<file path="src/ahrf_pkg.sv">
package ahrf_pkg;

	localparam int SAMPLE_W   = 16;
	localparam int INC_W      = 32;
	localparam int MOD_W      = 33;
	localparam int ACC_W      = 34;
	localparam int CFG_IDX_W  = 2;
	localparam int CFG_DATA_W = 33;

	// Small command queue between the front and the back.
	localparam int QUEUE_DEPTH = 4;
	localparam int QPTR_W      = 2;

	// Flipping the top bit turns offset binary into two's complement.
	localparam logic [SAMPLE_W-1:0] OFFSET_BIAS = 16'h8000;

	typedef enum logic {
		OP_PUSH = 1'b0,
		OP_PULL = 1'b1
	} op_t;

	typedef enum logic [CFG_IDX_W-1:0] {
		REG_ENABLE    = 2'd0,
		REG_STEREO    = 2'd1,
		REG_INCREMENT = 2'd2,
		REG_MODULUS   = 2'd3
	} reg_idx_t;

	typedef struct packed {
		op_t                 op;
		logic [SAMPLE_W-1:0] left;
		logic [SAMPLE_W-1:0] right;
	} cmd_t;

	typedef struct packed {
		logic             enable;
		logic             stereo;
		logic [INC_W-1:0] increment;
		logic [MOD_W-1:0] modulus;
	} cfg_t;

endpackage

</file>
<file path="src/ahrf_in_if.sv">
interface ahrf_in_if;
	import ahrf_pkg::*;

	logic                valid;
	logic                ready;
	logic                operation;
	logic [SAMPLE_W-1:0] left_in;
	logic [SAMPLE_W-1:0] right_in;

	modport source (output valid, output operation, output left_in, output right_in,
		input ready);
	modport sink (input valid, input operation, input left_in, input right_in,
		output ready);

endinterface

</file>
<file path="src/ahrf_front.sv">
module ahrf_front (
	input  logic          clk,
	input  logic          arst_n,
	ahrf_in_if.sink       feed,
	input  logic          enable,
	output logic          q_valid,
	input  logic          q_ready,
	output ahrf_pkg::cmd_t q_cmd
);
	import ahrf_pkg::*;

	logic stg_valid_q;
	cmd_t stg_cmd_q;
	logic keep;

	// Pushes that arrive while the block is disabled are dropped here.
	assign keep       = (op_t'(feed.operation) == OP_PULL) || enable;
	assign feed.ready = !stg_valid_q || q_ready;
	assign q_valid    = stg_valid_q;
	assign q_cmd      = stg_cmd_q;

	always_ff @(posedge clk or negedge arst_n) begin
		if (!arst_n) begin
			stg_valid_q <= 1'b0;
		end else if (feed.valid && feed.ready) begin
			stg_valid_q <= keep;
		end else if (q_ready) begin
			stg_valid_q <= 1'b0;
		end
	end

	always_ff @(posedge clk) begin
		if (feed.valid && feed.ready) begin
			stg_cmd_q.op    <= op_t'(feed.operation);
			stg_cmd_q.left  <= feed.left_in;
			stg_cmd_q.right <= feed.right_in;
		end
	end

endmodule

</file>
<file path="src/flat_wrapper.sv">
// flat-port wrapper written by rule: the top's interface ports become plain ports
module ahrf_front_flat import ahrf_pkg::*;
  (clk, arst_n, enable, q_valid, q_ready, q_cmd, feed_valid, feed_operation, feed_left_in, feed_right_in, feed_ready);
  ahrf_in_if feed_i ();
  input  logic clk;
  input  logic arst_n;
  input  logic enable;
  output logic q_valid;
  input  logic q_ready;
  output ahrf_pkg::cmd_t q_cmd;
  input wire logic [$bits(feed_i.valid)-1:0] feed_valid;
  input wire logic [$bits(feed_i.operation)-1:0] feed_operation;
  input wire logic [$bits(feed_i.left_in)-1:0] feed_left_in;
  input wire logic [$bits(feed_i.right_in)-1:0] feed_right_in;
  output wire logic [$bits(feed_i.ready)-1:0] feed_ready;
  assign feed_i.valid = feed_valid;
  assign feed_i.operation = feed_operation;
  assign feed_i.left_in = feed_left_in;
  assign feed_i.right_in = feed_right_in;
  assign feed_ready = feed_i.ready;
  ahrf_front u_core (.clk(clk), .arst_n(arst_n), .feed(feed_i), .enable(enable), .q_valid(q_valid), .q_ready(q_ready), .q_cmd(q_cmd));
endmodule
</file>
<file path="config.mk">
export PLATFORM = sky130hd
export DESIGN_NAME = ahrf_front_flat
export DESIGN_NICKNAME = d
export VERILOG_FILES = /design/src/ahrf_pkg.sv /design/src/ahrf_in_if.sv /design/src/ahrf_front.sv /design/src/flat_wrapper.sv
export SDC_FILE = /design/constraint.sdc
export NUM_CORES = 1
export LEC_CHECK = 0
export BUFFER_PORTS_ARGS = -buffer_cell sky130_fd_sc_hd__buf_2
export CORE_MARGIN = 2
export CORE_UTILIZATION = 35
export DETAILED_ROUTE_END_ITERATION = 10
export GPL_TIMING_DRIVEN = 1
export PLACE_DENSITY_LB_ADDON = 0.25
export REMOVE_ABC_BUFFERS = 1
export SYNTH_ARGS = -nofsm -noshare
export SYNTH_HDL_FRONTEND = slang
export SYNTH_SLANG_ARGS = --single-unit
</file>
<file path="constraint.sdc">
create_clock -name clk -period 1.2 [get_ports clk]
set_input_delay 0.12 -clock clk [delete_from_list [all_inputs] [get_ports clk]]
set_output_delay 0.12 -clock clk [all_outputs]
set_load 0.01 [all_outputs]
</file>
==> impl_metrics.yaml <==
min_path:
  hold_path.class: "input pin to flip-flop"
global_routing:
  grt_busiest_layer: "met2"
  gr-usage-all-layers_pct: 14.8
  grt_first_pass_wirelength_um: 3470
  grtUsageMet1_pct: 14.0
  grt_overflow_total: 0
  grt_pass1_vias: 795
  use_met2_pct: 27.0
  antenna_found_initial: 0
  grt_max_degree: 19
  grt_use_met3_pct: 7.47
sta:
  fmax_mhz: 897
  finalCriticalPeriod_ns: 1.11
  slew_headroom_pct: 90.7
  tightest_slew_ns: 0.139
  final_max_slew_viol_count: 0
  finalHoldViolations: 0
  fin_ws_ns: 0.0855
  min_period_over_period_pct: 92.9
  finalSetupTns_ns: 0
  rsz0062_at_grt: "no"
  skew_ns: 0.00677
  finalSetupViolations: 0
finish:
  nNetsFinal: 191
  fill_cells: 195
  area_growth_syn_to_layout_pct: 79.2
  insertedDiodeCount: 0
  drive_gt1_share_pct: 53.2
  multi_input_area_um2: 31.3
  regArea_um2: 1020
  final_util_pct: 66.9
route:
  via_per_inst: 4.17
  drtIter0Drc: 19
  wl_per_cell_um: 12.8
  dr.pass1.iters: 7
  wirelength_um: 2370
  drtAntennaViolNets: 0
  vias: 771
  remaining_drc_errors: 5
setup_path:
  path_cells: "nand2b_4, and2_4, buf_12"
  cp-end-kind: "flip-flop"
  cp_max_fo: 18
  critical-path-max-stage-delay_ns: 0.42
  slowest_stage: "dfrtp_1"
  path_class: "flip-flop to flip-flop"
  critPathLaunchType: "flip-flop"
  required_ns: 1.24
  cp.arrival_ns: 1.15
synth:
  synth_most_common_cell: "edfxtp_1"
  seq_area_frac_synth_pct: 97.0
  ys_seq_elements: 34
  synth_area_um2: 1050
  yosysWarnings: 0
  synth.avg_cell_area_um2: 27.6
  synthTopCellsByArea: "edfxtp_1 (95%), dfrtp_1 (2.4%), nand2b_4 (1.3%)"
  async_flop_share_pct: 2.94
  synth_edf_count: 33
  synth_top_area_share_pct: 94.6
  synth_flop_cell: "edfxtp_1"
  syn_inst: 38
  synth.largest_area_cell: "edfxtp_1"
  ys_types: 6
clock_network:
  clock_latency_ns: 0.32
  cts_buffers: 5
  path_clk_slew_ns: 0.09
  htreeDepth: 2
  cts-root-buf: "clkbuf_4"
  cts_buffer_depth: 2
  clock-sinks: 34
  postCtsSetupBuffers: 0
  tritoncts: "done"
status:
  violations: "DRC"
  outcome: "complete, but fails checks"
floorplan:
  die_w_um: 58.7
  dieArea_um2: 3450
  coreArea_um2: 2810
  initial_core_util_pct: 37.3
  rows: 19
  dieHeight_um: 58.7
  io_pins: 73
pwr:
  powerDensity_nw_per_um2: 1220
  power_mw: 2.29
  vdd_drop_max_uv: 842
  p_leak_nw: 0.817
place:
  globalplace.congestion: 0.703
  port_buffers: 72
  dp_slack_ns: 0.0919
job:
  max_cap_viol_count: 0
[worst max-delay path: cells and delay by family, from the launching register on]
family	cells	cell delay, ns
buf+inv	1	0.15
flops	1	0.42
simple gates	2	0.25
[metrics by stage]
stage               hold WS [ns]  std cells  cell area [um2]
finish                    0.0234        185             1880
global route              0.0268        185             1880
CTS                      0.00868        185             1880
detailed placement        -0.103        143             1490
global placement          -0.103        143             1490
floorplan                 -0.176         38             1050
[path summary, 6_finish.rpt]
path / start / end / slack [ns] / cells past startpoint
max in group asynchronous: arst_n / u_core.q_valid / 1.02 / 2
max: u_core.q_valid / u_core.q_cmd[6] / 0.09 / 3
min in group asynchronous: arst_n / u_core.q_valid / 0.09 / 2
min: enable / u_core.q_valid / 0.02 / 3
min reg2reg: u_core.q_valid / u_core.q_valid / 0.54 / 2
max reg2reg: u_core.q_valid / u_core.q_cmd[6] / 0.09 / 3
[timing repair]
| item | in CTS | in global routing |
|---|---|---|
| hold buffers | 34 | 0 |
| endpoints found under the hold margin | 34 | 0 |
| gates resized for setup | 0 | 0 |
[state kept, by name, summed over array words and instances (netlist names)]
| register | cells |
|---|---|
| u_core.q_valid | 1 |
| u_core.q_cmd | 33 |
[layout by cell type, fill, tap and decap left out]
cell            n
clkbuf_4        5
buf_2          72
clkinv_1        1
dlygate4sd3_1  34
nand2_1         1
and2_4          1
o21ai_0         1
edfxtp_1       33
dfrtp_1         1
clkbuf_1        1
buf_12          2
clkinv_2        1
nand2b_4        1
[cells by family (layout without fill, tap and decap cells)]
logic type / count (synthesis) / count (layout) / share of synthesized area, %
AOI/OAI and AO/OA: 1 / 1 / 0.477
DFF: 34 / 34 / 97.0
and+or+nand+nor: 3 / 3 / 2.51
buffers and inverters: 0 / 116 / 0
[metal layers]
metal,wire (um),vias up
li1,-,381
met1,809,338
met2,1280,48
met3,247,4
met4,29,0
met5,0,-
[layout make-up]
cell class	instances	area share [%]
Clock buffer	6	2.20
Clock inverter	2	0.467
Multi-Input combinational cell	4	1.67
Sequential cell	34	54.1
Tap cell	31	2.07
Timing Repair Buffer	108	39.5
[power by group]
group,internal (mW),switching [mW],total [mW]
sequential,1.39,0.0176,1.40
clock,0.220,0.349,0.569
combinational,0.185,0.128,0.313
total,1.79,0.495,2.29
Note: power is estimated with default switching activity, not from simulation.
