==> src/ahrf_pkg.sv <==
package ahrf_pkg;

	localparam int SAMPLE_W   = 16;
	localparam int INC_W      = 32;
	localparam int MOD_W      = 33;
	localparam int ACC_W      = 34;
	localparam int CFG_IDX_W  = 2;
	localparam int CFG_DATA_W = 33;

	// Small command queue between the front and the back.
	localparam int QUEUE_DEPTH = 4;
	localparam int QPTR_W      = 2;

	// Flipping the top bit turns offset binary into two's complement.
	localparam logic [SAMPLE_W-1:0] OFFSET_BIAS = 16'h8000;

	typedef enum logic {
		OP_PUSH = 1'b0,
		OP_PULL = 1'b1
	} op_t;

	typedef enum logic [CFG_IDX_W-1:0] {
		REG_ENABLE    = 2'd0,
		REG_STEREO    = 2'd1,
		REG_INCREMENT = 2'd2,
		REG_MODULUS   = 2'd3
	} reg_idx_t;

	typedef struct packed {
		op_t                 op;
		logic [SAMPLE_W-1:0] left;
		logic [SAMPLE_W-1:0] right;
	} cmd_t;

	typedef struct packed {
		logic             enable;
		logic             stereo;
		logic [INC_W-1:0] increment;
		logic [MOD_W-1:0] modulus;
	} cfg_t;

endpackage

==> src/ahrf_cmd_queue.sv <==
module ahrf_cmd_queue (
	input  logic           clk,
	input  logic           arst_n,
	input  logic           wr_valid,
	output logic           wr_ready,
	input  ahrf_pkg::cmd_t wr_cmd,
	output logic           rd_valid,
	input  logic           rd_ready,
	output ahrf_pkg::cmd_t rd_cmd
);
	import ahrf_pkg::*;

	cmd_t              slot_q [QUEUE_DEPTH];
	logic [QPTR_W-1:0] wr_ptr_q;
	logic [QPTR_W-1:0] rd_ptr_q;
	logic [QPTR_W:0]   count_q;
	logic              do_wr;
	logic              do_rd;

	assign wr_ready = (count_q != (QPTR_W+1)'(QUEUE_DEPTH));
	assign rd_valid = (count_q != '0);
	assign rd_cmd   = slot_q[rd_ptr_q];
	assign do_wr    = wr_valid && wr_ready;
	assign do_rd    = rd_valid && rd_ready;

	always_ff @(posedge clk or negedge arst_n) begin
		if (!arst_n) begin
			wr_ptr_q <= '0;
			rd_ptr_q <= '0;
			count_q  <= '0;
		end else begin
			if (do_wr) begin
				wr_ptr_q <= wr_ptr_q + 1'b1;
			end
			if (do_rd) begin
				rd_ptr_q <= rd_ptr_q + 1'b1;
			end
			unique case ({do_wr, do_rd})
				2'b10:   count_q <= count_q + 1'b1;
				2'b01:   count_q <= count_q - 1'b1;
				default: count_q <= count_q;
			endcase
		end
	end

	always_ff @(posedge clk) begin
		if (do_wr) begin
			slot_q[wr_ptr_q] <= wr_cmd;
		end
	end

endmodule

==> config.mk <==
export PLATFORM = sky130hd
export DESIGN_NAME = ahrf_cmd_queue
export DESIGN_NICKNAME = d
export VERILOG_FILES = /design/src/ahrf_pkg.sv /design/src/ahrf_cmd_queue.sv
export SDC_FILE = /design/constraint.sdc
export NUM_CORES = 1
export LEC_CHECK = 0
export ABC_CLOCK_PERIOD_IN_PS = 6200
export BUFFER_PORTS_ARGS = -buffer_cell sky130_fd_sc_hd__buf_2
export CORE_MARGIN = 8
export CORE_UTILIZATION = 45
export DETAILED_ROUTE_END_ITERATION = 8
export PLACE_DENSITY = 0.65
export SLEW_MARGIN = 20
export SYNTH_ARGS = -nofsm -noshare
export SYNTH_HDL_FRONTEND = slang
export SYNTH_SLANG_ARGS = --single-unit
==> constraint.sdc <==
create_clock -name clk -period 6.2 [get_ports clk]
set_clock_uncertainty 0.05 [all_clocks]
set_input_delay 0.62 -clock clk [delete_from_list [all_inputs] [get_ports clk]]
set_output_delay 0.62 -clock clk [all_outputs]
set_load 0.02 [all_outputs]
==> flow_summary.toml, run 1 <==
[job]
drv_cap = 0

[yosys]
ys_warn_count = 0
synthAdderAreaFrac = 0.0159
syn_area_um2 = 5180
ys_ff_latch = 139
avgSynthCellArea_um2 = 24.7
synth_top_family_by_area = "multiplexers"
synthSimpleGateAreaFrac = 0.0126
synth-compound-area-share = 0.00193
syn-num-nets = 253
synth_mux_area_frac = 0.148
ys_seq_area_frac = 0.799
syn_inst = 210
synth_cell_types = 20
yosys.area_share.xor_xnor = 0.0101

[setup_path]
worst-path-max-fanout = 35
path_class = "flip-flop to output port"
reg2reg_setup_slack_ns = 3.92
start_kind = "flip-flop"
critPathCaptureType = "output port"
cp_data_arrival_time_ns = 2.11
cp.required_ns = 5.53

[routing]
wl_per_cell_um = 20.0
viasPerCell = 5.24
drc = 0
ant_nets = 0
totalWireLength_mm = 8.97
route.vias.total = 2352
wl_met1_mm = 3.79
top_layer_used = "met5"
drtIter0Drc = 145
wl_met3_um = 699
dr_wl_met2_mm = 4.35
dr.pass1.iters = 4

[timing]
tightestPinTransition_ns = 0.916
fin_ws_ns = 3.42
fmax_ghz = 0.359
maxSlewViolCount = 0
hold_viol = 0
finalCritPeriodShare = 0.449
grt_setup_unrepaired = "false"
finalSetupViolCount = 0
layout_min_cycle_time_ns = 2.78
setup_tns_ns = 0
slew_headroom = 0.390

[floorplanning]
ios = 72
dieArea_um2 = 15200
die_w_um = 123
start_util = 0.458
floorplan.die.height_um = 123
core_area_um2 = 11300
rows = 39

[global_route]
grt_antenna_before_repair = 1
grt_pass1_wl_mm = 13.9
overflow = 0
grt_max_degree = 36
grt_usage = 0.128
grt_pass1_vias = 2509

[clocking]
cts.sinks = 139
numCtsBuffers = 17
path_clk_slew_ns = 0.06
root_buffer = "clkbuf_16"
post_cts_buffers = 0
cts_tree = "done"
post_cts_resize_count = 0
clock_latency_ns = 0.40
cts_buffer_depth = 2
htreeDepth = 4

[layout]
fillCellCount = 867
layout_commonest_cell = "edfxtp_1"
finalNetCount = 337
drive_above_1_share = 0.471
final_cell_area_um2 = 6320
final_cell_mix = "edfxtp_1 (132), buf_2 (71), mux4_2 (33), clkbuf_16 (17), inv_1 (6)"
syn2layout_area_growth_pct = 22.0
diodes = 0

[power]
switchingPower_w = 0.000985
peakVddDrop_mv = 0.252
leakagePower_nw = 2.24
power_density_nw_per_um2 = 528
p_seq_frac = 0.405
pwr-share-comb = 0.277
internal_power_w = 0.00236
pwr-share-clk = 0.319
finalPower_w = 0.00334
switching_share = 0.295

[outcome]
status = "complete, no violations"

[place]
place_area_um2 = 5680
place_hpwl_mm = 5.17
io_buffers = 71
place_ws_ns = 3.78
place.gp.congestion = 0.685

[hold_path]
hp-class = "input pin to flip-flop"
-- critical path, stage by stage (launching register included) --
cell	delay (ns)
dfrtp_2	0.34
buf_4	0.57
mux4_2	0.62
buf_2	0.18
-- what timing repair did --
item / CTS / global route
endpoints found under the hold margin: 7 / 0
hold buffers: 1 / 0
endpoints found under the setup margin: 0 / 0
-- cell families (layout without fill, tap and decap cells) --
kind of cell	Yosys count	after routing
adder cells (fa/ha/maj)	6	6
XOR/XNOR	6	6
flip-flops	139	139
AND/OR/NAND/NOR	9	9
buffers and inverters	14	110
AO/OA/AOI/OAI	1	1
multiplexers	35	35
-- final cells by class --
| type | instances | area, um2 | share of cell area |
|---|---|---|---|
| sequential | 139 | 4140 | 0.655 |
| multi-input combinational | 57 | 978 | 0.155 |
| clock buffer | 19 | 433 | 0.0684 |
| timing repair buffer | 73 | 373 | 0.0590 |
| clock inverter | 12 | 198 | 0.0313 |
| tap | 143 | 179 | 0.0283 |
| inverter | 6 | 22.5 | 0.00356 |
-- per-layer routing --
metal,up-vias,track usage
met3,13,0.0539
li1,1054,-
met1,1209,0.154
met2,74,0.198
met4,2,0.0564
met5,-,0
-- stage by stage --
stage	util	hold slack [ns]	instances
finish	0.559	0.381	449
global route	0.559	0.363	449
CTS	0.559	0.365	449
detailed placement	0.502	0.415	417
global placement	0.502	0.413	417
floorplan	-	0.274	210
-- power groups by stage --
stage / Clock, W / Sequential, W / Combinational [W]
2_1_floorplan: 0 / 0.00130 / 0.000719
3_3_place_gp: 0 / 0.00136 / 0.000941
3_5_place_dp: 0 / 0.00137 / 0.000950
4_1_cts: 0.00108 / 0.00136 / 0.000954
5_1_grt: 0.00113 / 0.00137 / 0.00100
6_report: 0.00106 / 0.00135 / 0.000925
-- cells in the mapped netlist --
cell type	number	area, um2
buf_1	2	7.51
mux4_2	33	743
and3_2	4	30.0
nor2_1	1	3.75
xor2_1	3	26.3
mux2_4	1	15.0
edfxtp_1	132	3960
ha_1	5	62.6
nand2_1	1	3.75
mux2i_1	1	10.0
fa_1	1	20.0
or3b_4	1	11.3
inv_1	6	22.5
xnor2_1	3	26.3
buf_4	2	15.0
buf_2	4	20.0
dfrtp_1	7	175
and2_4	1	8.76
or3_2	1	7.51
o31a_2	1	10.0
-- path summary, 6_finish.rpt --
kind | to | from | cells past startpoint
max | rd_cmd[32] | rd_ptr_q[0]$_DFFE_PN0P_ | 3
min | slot_q[0][30]$_DFFE_PP_ | wr_cmd[30] | 1
max reg2reg | count_q[2]$_DFFE_PN0P_ | count_q[0]$_DFFE_PN0P_ | 9
min reg2reg | count_q[2]$_DFFE_PN0P_ | count_q[2]$_DFFE_PN0P_ | 1
max in group asynchronous | rd_ptr_q[1]$_DFFE_PN0P_ | arst_n | 2
min in group asynchronous | count_q[1]$_DFFE_PN0P_ | arst_n | 2
-- flip-flops by register name (all words and copies together), names as in the netlist --
signal,count
count_q,3
rd_ptr_q,2
slot_q,132
wr_ptr_q,2
Power figures use the tool's default switching activity.
==> run 2, diff against run 1 <==
--- a/config.mk
+++ b/config.mk
@@ -5,12 +5,12 @@
 export SDC_FILE = /design/constraint.sdc
 export NUM_CORES = 1
 export LEC_CHECK = 0
-export ABC_CLOCK_PERIOD_IN_PS = 6200
+export ABC_AREA = 1
+export ABC_CLOCK_PERIOD_IN_PS = 2800
 export BUFFER_PORTS_ARGS = -buffer_cell sky130_fd_sc_hd__buf_2
 export CORE_MARGIN = 8
 export CORE_UTILIZATION = 45
 export DETAILED_ROUTE_END_ITERATION = 8
-export PLACE_DENSITY = 0.65
 export SLEW_MARGIN = 20
 export SYNTH_ARGS = -nofsm -noshare
 export SYNTH_HDL_FRONTEND = slang
==> constraint.sdc (replaced) <==
create_clock -name clk -period 2.8 [get_ports clk]
set_clock_uncertainty 0.05 [all_clocks]
set_input_delay 0.28 -clock clk [delete_from_list [all_inputs] [get_ports clk]]
set_output_delay 0.28 -clock clk [all_outputs]
set_load 0.02 [all_outputs]
==> flow_summary.toml, run 2 <==
[outcome]
status = "complete, no violations"

[routing]
dr.pass1.iters = 5
route.vias.total = 3388
drtIter0Drc = 216
viasPerCell = 4.78
totalWireLength_mm = 10.9
ant_nets = 0
wl_per_cell_um = 15.3
drc = 0

[power]
peakVddDrop_mv = 0.558
p_seq_frac = 0.361
power_density_nw_per_um2 = 1130
pwr-share-comb = 0.357
leakagePower_nw = 2.91
switchingPower_w = 0.00291
internal_power_w = 0.00505
switching_share = 0.365
pwr-share-clk = 0.282

[setup_path]
worst-path-max-fanout = 27
cp.required_ns = 2.47
crit_buf_inv = 3
critPathCaptureType = "output port"
cp_slowest_cell = "clkinv_2"
slowest_delay_ns = 0.45
critPathTopFamily = "buffers and inverters"
start_kind = "flip-flop"
path_class = "flip-flop to output port"
path_cells = "clkinv_2 > buf_4 > o211ai_1 > nand2_1 > buf_2"
cp_data_arrival_time_ns = 1.96

[timing]
slew_headroom = 0.618
finalCritPeriodShare = 0.816
finalSetupViolCount = 0
fmax_ghz = 0.437
hold_viol = 0
setup_tns_ns = 0
tightestPinTransition_ns = 0.572
layout_min_cycle_time_ns = 2.29
grt_setup_unrepaired = "false"
maxSlewViolCount = 0

[floorplanning]
floorplan.die.height_um = 130
core_area_um2 = 12700
dieArea_um2 = 16900
start_util = 0.462
ios = 72
die_w_um = 130
rows = 41

[yosys]
yosys.area.top_type_share = 0.677
syn-num-nets = 487
synthTopCellsByArea = "edfxtp_1 (68%), nand2_1 (7.5%), o211ai_2 (7.1%), inv_1 (4.9%), o211ai_1 (4.2%)"
async_flop_share = 0.0504
ys_warn_count = 0
avgSynthCellArea_um2 = 13.2
synth_most_common_cell = "edfxtp_1"
syn_area_um2 = 5850
synth_commonest_cells = "edfxtp_1 (132), nand2_1 (117), inv_1 (77)"
synth_cell_types = 19
ys_seq_area_frac = 0.707
netlist.top_cell.by_area = "edfxtp_1"
syn_inst = 444
synthFlopType = "edfxtp_1"
ys_ff_latch = 139
synth_edf_count = 132

[job]
drv_cap = 0

[clocking]
cts_buffer_depth = 2
cts.sinks = 139
cts_tree = "done"
post_cts_buffers = 0
post_cts_resize_count = 0
clock_latency_ns = 0.41
path_clk_slew_ns = 0.06
root_buffer = "clkbuf_16"
ctsHoldBuffers = 1
numCtsBuffers = 17
htreeDepth = 4

[global_route]
grt_pass1_wl_mm = 17.7
grt_antenna_before_repair = 1
grt_usage = 0.138
grt_pass1_vias = 3598
grt_max_degree = 41
overflow = 0

[place]
place_hpwl_mm = 6.82
place.gp.congestion = 0.705
io_buffers = 71
place_area_um2 = 6430

[layout]
biggestRegsByFlops = "slot_q (132), count_q (3)"
final_util = 0.556
fillCellCount = 1049
diodes = 0
seqCellArea_um2 = 4140
largest_reg_flops = 132
final_cell_area_um2 = 7040
drive_above_1_share = 0.287
layout_commonest_cell = "edfxtp_1"
final_cell_mix = "edfxtp_1 (132), nand2_1 (117), inv_1 (77), buf_2 (71)"
finalNetCount = 567
largest_register = "slot_q"
multi_input_area_um2 = 1280
syn2layout_area_growth_pct = 20.3

[hold_path]
hp-class = "input pin to flip-flop"
run 2: cell type report:
| cell class | count | area share |
|---|---|---|
| flip-flops and latches | 139 | 0.588 |
| well taps | 172 | 0.0306 |
| clock inverters | 14 | 0.0247 |
| inverters | 81 | 0.0437 |
| clock buffers | 18 | 0.0610 |
| multi-input cells | 203 | 0.182 |
| repair buffers | 82 | 0.0697 |
run 2: logic make-up after synthesis:
kind of cell,Yosys count,synth area share
adder cells (fa/ha/maj),6,0.0141
XOR/XNOR,1,0.00150
buffers and inverters,102,0.0789
flip-flops,139,0.707
AO/OA/AOI/OAI,67,0.114
AND/OR/NAND/NOR,129,0.0847
run 2: power groups by stage:
| stage | clock [W] | sequential (W) | combinational, W |
|---|---|---|---|
| after floorplan | 0 | 0.00290 | 0.00208 |
| after global placement | 0 | 0.00290 | 0.00286 |
| after detailed placement | 0 | 0.00292 | 0.00291 |
| after CTS | 0.00229 | 0.00288 | 0.00292 |
| after global routing | 0.00237 | 0.00291 | 0.00316 |
| final | 0.00224 | 0.00288 | 0.00284 |
run 2: metrics by stage:
step                setup WS (ns)  hold slack [ns]  power, W  cells
finish                      0.514           0.0341   0.00796    709
global route                0.376           0.0182   0.00844    709
CTS                         0.448           0.0156   0.00809    709
detailed placement          0.609           0.0770   0.00583    676
global placement            0.716           0.0707   0.00577    676
floorplan                  0.0332          -0.0656   0.00498    444
run 2: per-layer routing:
metal,track usage,vias to the layer above,wire length [um]
met5,0,-,8
met1,0.154,1621,4610
met4,0.0478,2,92
met3,0.0424,13,510
met2,0.244,63,5630
li1,-,1689,-
run 2: path summary, 6_finish.rpt:
kind / depth (start not counted) / endpoint / slack, ns / startpoint
worst max-delay path: 5 / rd_cmd[7] / 0.51 / rd_ptr_q[1]$_DFFE_PN0P_
worst min-delay path: 1 / slot_q[0][18]$_DFFE_PP_ / 0.03 / wr_cmd[18]
worst max register to register: 10 / count_q[2]$_DFFE_PN0P_ / 0.62 / count_q[0]$_DFFE_PN0P_
worst min register to register: 2 / count_q[1]$_DFFE_PN0P_ / 0.46 / count_q[1]$_DFFE_PN0P_
max in group asynchronous: 2 / rd_ptr_q[1]$_DFFE_PN0P_ / 2.34 / arst_n
min in group asynchronous: 2 / count_q[0]$_DFFE_PN0P_ / 0.18 / arst_n
run 2: worst register-to-register path: stages, from the launching register on:
cell,delay [ns]
dfrtp_1,0.40
inv_2,0.09
nand3_1,0.14
nand2_1,0.39
ha_1,0.26
inv_1,0.07
fa_1,0.38
nand2_1,0.10
nand3_1,0.08
nand2_1,0.06
nand2_1,0.05
